<file path="config.mk">
export PLATFORM = sky130hd
export DESIGN_NAME = charger_alignment_detector_unit
export DESIGN_NICKNAME = d
export VERILOG_FILES = /design/src/cad_pkg.sv /design/src/charger_alignment_detector_unit.sv /design/src/cad_core.sv
export SDC_FILE = /design/constraint.sdc
export NUM_CORES = 1
export LEC_CHECK = 0
export BUFFER_PORTS_ARGS = -buffer_cell sky130_fd_sc_hd__buf_2
export CORE_MARGIN = 2
export CORE_UTILIZATION = 40
export CTS_CLUSTER_DIAMETER = 80
export DETAILED_ROUTE_END_ITERATION = 7
export PLACE_DENSITY = 0.69
export SLEW_MARGIN = 20
export SYNTH_ARGS = -nofsm -noshare
export SYNTH_HDL_FRONTEND = slang
export SYNTH_SLANG_ARGS = --single-unit
</file>
<file path="constraint.sdc">
create_clock -name clk -period 2.55 [get_ports clk]
set_input_delay 0.255 -clock clk [delete_from_list [all_inputs] [get_ports clk]]
set_output_delay 0.255 -clock clk [all_outputs]
set_load 0.03 [all_outputs]
</file>
<file path="src/cad_pkg.sv">
package cad_pkg;

  // Counter width of the detect window and hold-off timers (8 to 32).
  localparam int TIMER_BITS = 16;
  localparam logic [32:0] TMR_MAX = (33'd1 << TIMER_BITS) - 33'd1;

  // Item function codes
  localparam logic [2:0] FUNC_TICK        = 3'd0;
  localparam logic [2:0] FUNC_PIN_EDGE    = 3'd1;
  localparam logic [2:0] FUNC_WLS_CONNECT = 3'd2;
  localparam logic [2:0] FUNC_WRD_CONNECT = 3'd3;
  localparam logic [2:0] FUNC_WRD_DISCON  = 3'd4;
  localparam logic [2:0] FUNC_WLS_DISCON  = 3'd5;
  localparam logic [2:0] FUNC_USER_WAKE   = 3'd6;

  // Configuration register indexes
  localparam logic [2:0] REG_DETECT_WINDOW = 3'd0;
  localparam logic [2:0] REG_HOLDOFF       = 3'd1;
  localparam logic [2:0] REG_VRECT_LOW     = 3'd2;
  localparam logic [2:0] REG_VRECT_HIGH    = 3'd3;
  localparam logic [2:0] REG_PIN_SETTLE    = 3'd4;

  typedef struct packed {
    logic [2:0]  func;
    logic [15:0] vrect_mv;
    logic        tx_open;
    logic        pin_level;
  } item_t;

  typedef struct packed {
    logic aligned;
    logic edge_armed;
    logic status_notify;
  } result_t;

  typedef struct packed {
    logic [15:0] detect_window_ms;
    logic [15:0] disconnect_holdoff_ms;
    logic [15:0] vrect_low_mv;
    logic [15:0] vrect_high_mv;
    logic [7:0]  pin_settle_ms;
  } cfg_t;

  // Timer load: zero counts as one tick, saturate at the counter maximum.
  function automatic logic [TIMER_BITS-1:0] timer_load(input logic [15:0] v);
    logic [32:0] wide;
    wide = {17'd0, v};
    if (wide == 33'd0) begin
      wide = 33'd1;
    end
    if (wide > TMR_MAX) begin
      wide = TMR_MAX;
    end
    return wide[TIMER_BITS-1:0];
  endfunction

endpackage

</file>
<file path="src/charger_alignment_detector_unit.sv">
// Channel | Signals                                        | Dir | Accepted when
// --------+------------------------------------------------+-----+------------------------
// in      | in_valid, in_ready, func, vrect_mv, tx_open,   | in  | in_valid & in_ready
//         | pin_level                                      |     |
// out     | out_valid, out_ready, aligned, edge_armed,     | out | out_valid & out_ready
//         | status_notify                                  |     |
// cfg     | cfg_we, cfg_index, cfg_data                    | in  | cfg_we
//
// Flow: an input beat lands in the input register, is processed once the output
//   register is free or draining, and its result is then registered in the output register.
//   Throughput is one beat per cycle while out_ready does not hold the output.
// Reset: rst is synchronous and active high; it restores the register defaults,
//   arms edge detection, sets aligned and idles all three timers.
// Stalls: while a result waits on out_ready, one more beat is taken into the
//   input register; in_ready drops only when both registers are full.
module charger_alignment_detector_unit
  import cad_pkg::*;
(
  input  logic        clk,
  input  logic        rst,
  // input beats
  input  logic        in_valid,
  output logic        in_ready,
  input  logic [2:0]  func,
  input  logic [15:0] vrect_mv,
  input  logic        tx_open,
  input  logic        pin_level,
  // result beats
  output logic        out_valid,
  input  logic        out_ready,
  output logic        aligned,
  output logic        edge_armed,
  output logic        status_notify,
  // configuration writes
  input  logic        cfg_we,
  input  logic [2:0]  cfg_index,
  input  logic [15:0] cfg_data
);

  cfg_t    cfg;
  item_t   in_buf;
  logic    in_full;
  logic    proc;
  result_t res_next;
  result_t res;

  // Item is processed when the input register holds one and the output
  // register is free or being drained this cycle.
  assign proc     = in_full && (!out_valid || out_ready);
  assign in_ready = !in_full || proc;

  // configuration registers; writes to unused indexes are dropped
  always_ff @(posedge clk) begin
    if (rst) begin
      cfg.detect_window_ms      <= 16'd1500;
      cfg.disconnect_holdoff_ms <= 16'd2500;
      cfg.vrect_low_mv          <= 16'd3500;
      cfg.vrect_high_mv         <= 16'd4500;
      cfg.pin_settle_ms         <= 8'd50;
    end else if (cfg_we) begin
      case (cfg_index)
        REG_DETECT_WINDOW: cfg.detect_window_ms      <= cfg_data;
        REG_HOLDOFF:       cfg.disconnect_holdoff_ms <= cfg_data;
        REG_VRECT_LOW:     cfg.vrect_low_mv          <= cfg_data;
        REG_VRECT_HIGH:    cfg.vrect_high_mv         <= cfg_data;
        REG_PIN_SETTLE:    cfg.pin_settle_ms         <= cfg_data[7:0];
        default: begin
        end
      endcase
    end
  end

  // input register
  always_ff @(posedge clk) begin
    if (rst) begin
      in_full <= 1'b0;
    end else if (in_ready) begin
      in_full <= in_valid;
    end
  end

  always_ff @(posedge clk) begin
    if (in_valid && in_ready) begin
      in_buf.func      <= func;
      in_buf.vrect_mv  <= vrect_mv;
      in_buf.tx_open   <= tx_open;
      in_buf.pin_level <= pin_level;
    end
  end

  // state machine proper: flags, timers and the alignment decision
  cad_core u_core (
    .clk    (clk),
    .rst    (rst),
    .proc   (proc),
    .item   (in_buf),
    .cfg    (cfg),
    .result (res_next)
  );

  // output register
  always_ff @(posedge clk) begin
    if (rst) begin
      out_valid <= 1'b0;
    end else if (proc) begin
      out_valid <= 1'b1;
    end else if (out_ready) begin
      out_valid <= 1'b0;
    end
  end

  always_ff @(posedge clk) begin
    if (proc) begin
      res <= res_next;
    end
  end

  assign aligned       = res.aligned;
  assign edge_armed    = res.edge_armed;
  assign status_notify = res.status_notify;

`ifndef ASSERT_OFF
  a_proc_gives_result: assert property (@(posedge clk) disable iff (rst)
    proc |=> out_valid)
    else $error("processed beat produced no result");

  a_backpressure: assert property (@(posedge clk) disable iff (rst)
    !in_ready |-> in_full && out_valid && !out_ready)
    else $error("input stalled without a full pipeline");

  a_no_drop: assert property (@(posedge clk) disable iff (rst)
    in_full && !proc |=> in_full)
    else $error("pending beat lost");
`endif

endmodule

</file>
<file path="src/cad_core.sv">
module cad_core
  import cad_pkg::*;
(
  input  logic    clk,
  input  logic    rst,
  input  logic    proc,
  input  item_t   item,
  input  cfg_t    cfg,
  output result_t result
);

  logic                  armed, armed_next;
  logic                  wls_active, wls_active_next;
  logic                  wrd_active, wrd_active_next;
  logic                  aligned, aligned_next;
  logic                  pin_latched, pin_latched_next;
  logic [7:0]            settle_left, settle_left_next;
  logic [TIMER_BITS-1:0] detect_left, detect_left_next;
  logic [TIMER_BITS-1:0] holdoff_left, holdoff_left_next;
  logic                  notify;
  logic                  settle_exp, detect_exp, hold_exp;

  always_comb begin
    armed_next        = armed;
    wls_active_next   = wls_active;
    wrd_active_next   = wrd_active;
    aligned_next      = aligned;
    pin_latched_next  = pin_latched;
    settle_left_next  = settle_left;
    detect_left_next  = detect_left;
    holdoff_left_next = holdoff_left;
    notify            = 1'b0;
    settle_exp        = 1'b0;
    detect_exp        = 1'b0;
    hold_exp          = 1'b0;

    case (item.func)
      FUNC_TICK: begin
        if (settle_left != 8'd0) begin
          settle_left_next = settle_left - 8'd1;
          settle_exp       = (settle_left == 8'd1);
        end
        if (detect_left != '0) begin
          detect_left_next = detect_left - 1'b1;
          detect_exp       = (detect_left == TIMER_BITS'(1));
        end
        if (holdoff_left != '0) begin
          holdoff_left_next = holdoff_left - 1'b1;
          hold_exp          = (holdoff_left == TIMER_BITS'(1));
        end
        if (settle_exp) begin
          pin_latched_next = item.pin_level;
        end
        // hysteresis decision; pin latched this same tick counts
        if (detect_exp) begin
          if (item.vrect_mv < cfg.vrect_low_mv && !pin_latched_next && !item.tx_open) begin
            armed_next   = 1'b0;
            aligned_next = 1'b0;
            notify       = 1'b1;
          end else if (item.vrect_mv > cfg.vrect_high_mv || item.tx_open) begin
            aligned_next = 1'b1;
            notify       = 1'b1;
            if (!wls_active && !wrd_active) begin
              armed_next = 1'b1;
            end
          end
        end
        if (hold_exp && !wls_active && !wrd_active) begin
          armed_next = 1'b1;
        end
      end
      FUNC_PIN_EDGE: begin
        if (armed) begin
          armed_next = 1'b0;
          if (!item.tx_open) begin
            detect_left_next = timer_load(cfg.detect_window_ms);
            settle_left_next = (cfg.pin_settle_ms == 8'd0) ? 8'd1 : cfg.pin_settle_ms;
          end
        end
      end
      FUNC_WLS_CONNECT: begin
        wls_active_next   = 1'b1;
        armed_next        = 1'b0;
        detect_left_next  = '0;
        holdoff_left_next = '0;
        aligned_next      = 1'b1;
        notify            = 1'b1;
      end
      FUNC_WRD_CONNECT: begin
        wrd_active_next  = 1'b1;
        armed_next       = 1'b0;
        detect_left_next = '0;
        aligned_next     = 1'b1;
        notify           = 1'b1;
      end
      FUNC_WRD_DISCON: begin
        wrd_active_next = 1'b0;
        if (!wls_active) begin
          armed_next = 1'b1;
        end
        aligned_next = 1'b1;
        notify       = 1'b1;
      end
      FUNC_WLS_DISCON: begin
        wls_active_next   = 1'b0;
        armed_next        = 1'b0;
        detect_left_next  = '0;
        holdoff_left_next = timer_load(cfg.disconnect_holdoff_ms);
        aligned_next      = 1'b1;
        notify            = 1'b1;
      end
      FUNC_USER_WAKE: begin
        if (!wls_active && !wrd_active) begin
          aligned_next = 1'b1;
          armed_next   = 1'b1;
          notify       = 1'b1;
        end
      end
      default: begin
      end
    endcase
  end

  always_ff @(posedge clk) begin
    if (rst) begin
      armed        <= 1'b1;
      wls_active   <= 1'b0;
      wrd_active   <= 1'b0;
      aligned      <= 1'b1;
      pin_latched  <= 1'b0;
      settle_left  <= 8'd0;
      detect_left  <= '0;
      holdoff_left <= '0;
    end else if (proc) begin
      armed        <= armed_next;
      wls_active   <= wls_active_next;
      wrd_active   <= wrd_active_next;
      aligned      <= aligned_next;
      pin_latched  <= pin_latched_next;
      settle_left  <= settle_left_next;
      detect_left  <= detect_left_next;
      holdoff_left <= holdoff_left_next;
    end
  end

  assign result.aligned       = aligned_next;
  assign result.edge_armed    = armed_next;
  assign result.status_notify = notify;

`ifndef ASSERT_OFF
  a_edge_starts: assert property (@(posedge clk) disable iff (rst)
    proc && item.func == FUNC_PIN_EDGE && armed && !item.tx_open
    |=> !armed && detect_left != '0 && settle_left != 8'd0)
    else $error("accepted pin edge did not start timers");

  a_wls_connect: assert property (@(posedge clk) disable iff (rst)
    proc && item.func == FUNC_WLS_CONNECT
    |=> wls_active && !armed && aligned && detect_left == '0 && holdoff_left == '0)
    else $error("wireless connect left stale state");

  a_hold_state: assert property (@(posedge clk) disable iff (rst)
    !proc |=> $stable(armed) && $stable(aligned) && $stable(detect_left)
              && $stable(settle_left) && $stable(holdoff_left))
    else $error("state changed without a beat");
`endif

endmodule
</file>
==> impl_results.md <==
- Largest net degree at the start of global routing: 71
- Top post-synthesis cells by area: dfxtp_1, edfxtp_1, nand2_1
- Final period util: 98.0%
- Critical Path Start: in_buf[8]
- Initial Util: 41.0%
- Post-CTS Setup Repair Bufs: 0
- CP max FO: 3
- Root Driver: clkbuf_16
- Worst Setup End Kind: flip-flop
- Worst Hold Class: in2reg
- Layout cell share with drive strength beyond 1: 13.9%
- XOR/XNOR share of the synthesized area: 0.494%
- Synthesized cell area: 0.00709 sq mm
- Drt drc: 0
- Rows: 48
- Post-synthesis compound-gate area fraction: 19.7%
- CORE AREA: 0.0173 sq mm
- Largest family of logic cells by synthesized area: simple AND/OR/NAND/NOR gates
- Detail Placement HPWL: 13300 um
- CTS H-tree lvls: 4
- Synth unique cells: 62
- FF+latch count, synth: 143
- All-layer global routing usage: 21.0%
- Die ar.: 0.0188 sq mm
- Share of the synthesized area in the top cell type: 33.6%
- Final Hold Viols: 0
- CP Class: reg2reg
- Leak: 0.00338 uW
- Fin nets: 1039
- Worst hold slack: 13.4 ps
- Pwr dens: 683 mW/mm^2
- DR vias/cell: 5.47
- First drt pass iteration count: 5
- Mux cell area share after synthesis: 0.141%
- Simple-Gate Fraction of Synth Area: 24.5%
- Initial DRC Count: 528
- First-pass GRT wire length: 30500 um
- Worst EP arrival: 2810 ps
- Slew @ Worst Pin: 921 ps
- HP Start: vrect_mv[6]
- Reg clk slew, reported paths: 60 ps
- Rel. slew slack: 38.6%
- Max Buffers Root-to-Sink: 2
- Inst Count DP: 1144
- RSZ-0062 raised after global routing: no
- Async set-reset flop share out of synthesis: 0%
- Commonest cells post-synth: nand2_1, dfxtp_1, a21oi_1
- Crit path launch type: flip-flop
- Synthesized instance count: 876
- Top-level port count: 50
- Total Wirelength: 19300 um
- GRT overflow: 0
- Number of synthesized flops with an enable pin: 24
- Max Freq: 400 MHz
- Vias in the first global route: 5943
- Vert. Die Dim: 137 um
- Adder-cell share of the synthesized area: 6.71%
- Port Buffer Count: 49
- Initial antenna violation count: 0
- Yosys warns: 0
- Post-synthesis sequential area ratio: 43.8%
- Tmin final: 2500 ps
- Most common cell in the netlist: nand2_1
- Max Slew Vio Count: 0
- CTS tree: built
- Dominant cell type by area after synthesis: dfxtp_1
- DIE WIDTH: 137 um
- Routability congestion estimate: 0.858
- Ant diodes: 0
- Peak VDD IR: 537 uV
- # clock sinks: 143
- Fin util: 49.5%
- Ys flop type: dfxtp_1
- Synthesized area per cell: 8.09 sq um
- Post-Layout Cell Count: 1194
- Syn Nets: 959
- WL per Instance: 16.1 um
- Clock latency on the worst-skew pair: 430 ps
- Status: finished clean
- Worst R2R Start: in_buf[8]
- Clock skew: 9.65 ps
- Area Overhead vs Synth: 20.8%
- Number of max-cap violations: 0
- Inserted Clock Buffers: 17
- Final ANT Viol Nets: 0
- Final setup TNS: 0 ps
- DR vias: 6537
- Worst path required time: 2860 ps
- Setup violators final: 0
## flip-flops by register name, indices dropped and copies added (netlist names), 8 cells and up
name,count
cfg,72
in_buf,21
u_core.detect_left,16
u_core.holdoff_left,16
u_core.settle_left,8
## placed cells by master, fill, tap and decap left out, drive strengths merged, types with 3 or more instances in the layout
master and count:
nand2 178, dfxtp 119, a21oi 94, buf 86, nor2 79, inv 52, o21ai 44, ha 38
nor3 29, edfxtp 24, nand3b 21, clkbuf 20, dlygate4sd3 18, nor4 18, a22oi 18, a211oi 13
nand3 11, a211o 7, nand2b 6, a21o 6, nor2b 6, a22o 6, nand4 5, and3 5
and2 5, a32o 5, o211ai 4, or2 3, xnor2 3, a221oi 3, or3 3, a31oi 3
clkinv 3
## area by class of cell
| class | instances | area [sq um] |
|---|---|---|
| Clock buffer | 20 | 457 |
| Clock inverter | 12 | 145 |
| Fill cell | 1651 | 8730 |
| Inverter | 45 | 169 |
| Multi-Input combinational cell | 645 | 3700 |
| Sequential cell | 143 | 3100 |
| Tap cell | 225 | 282 |
| Timing Repair Buffer | 104 | 706 |
## routing by layer
layer  vias up  share of wire, %  global-route usage, %
met5         -                 0                      0
met4         0               1.7                   6.13
met3        31               6.0                   4.96
met2       207                46                   32.8
met1      3038                46                   28.7
li1       3261                 -                      -
## where the power goes
part / internal [uW] / switching [uW]
Sequential: 2380 / 74.6
Combinational: 354 / 478
Clock: 1520 / 1030
Total: 4260 / 1590
## worst max-delay path, stage by stage, from the launching register on
cell and delay (ps):
edfxtp_1 390, ha_1 330, a41o_1 240, a21oi_2 120, nor3_1 60, or4b_4 570
a31oi_2 220, o221ai_2 120, a221o_1 340
## worst paths after layout
path              cells past startpoint           end  slack, ps
setup reg to reg                      8  u_core.armed         50
setup / recovery                      8  u_core.armed         50
hold reg to reg                       2       cfg[33]        460
hold / removal                        1     in_buf[8]         10
## cell families (layout without fill, tap and decap cells)
group	Yosys count	after routing
DFF	143	143
xor gates and xnor gates	4	4
and+or+nand+nor	378	378
buffers and inverters	88	181
AOI/OAI and AO/OA	224	224
adders and majority gates	38	38
muxes	1	1
## metrics by stage
step	setup slack [ps]	power, uW	cell area [sq um]
6_report	50.7	5840	8560
5_1_grt	2.75	6080	8560
4_1_cts	11.6	5860	8520
3_5_place_dp	-154	3290	7730
3_3_place_gp	-79.9	3290	7730
2_1_floorplan	110	3030	7090
## timing repair
item | CTS | global route
pin swaps | 1 | 0
hold buffers | 17 | 1
setup endpoints to repair | 4 | 10
hold endpoints to repair | 17 | 1
gates resized for setup | 2 | 6
Note: power is estimated with default switching activity, not from simulation.
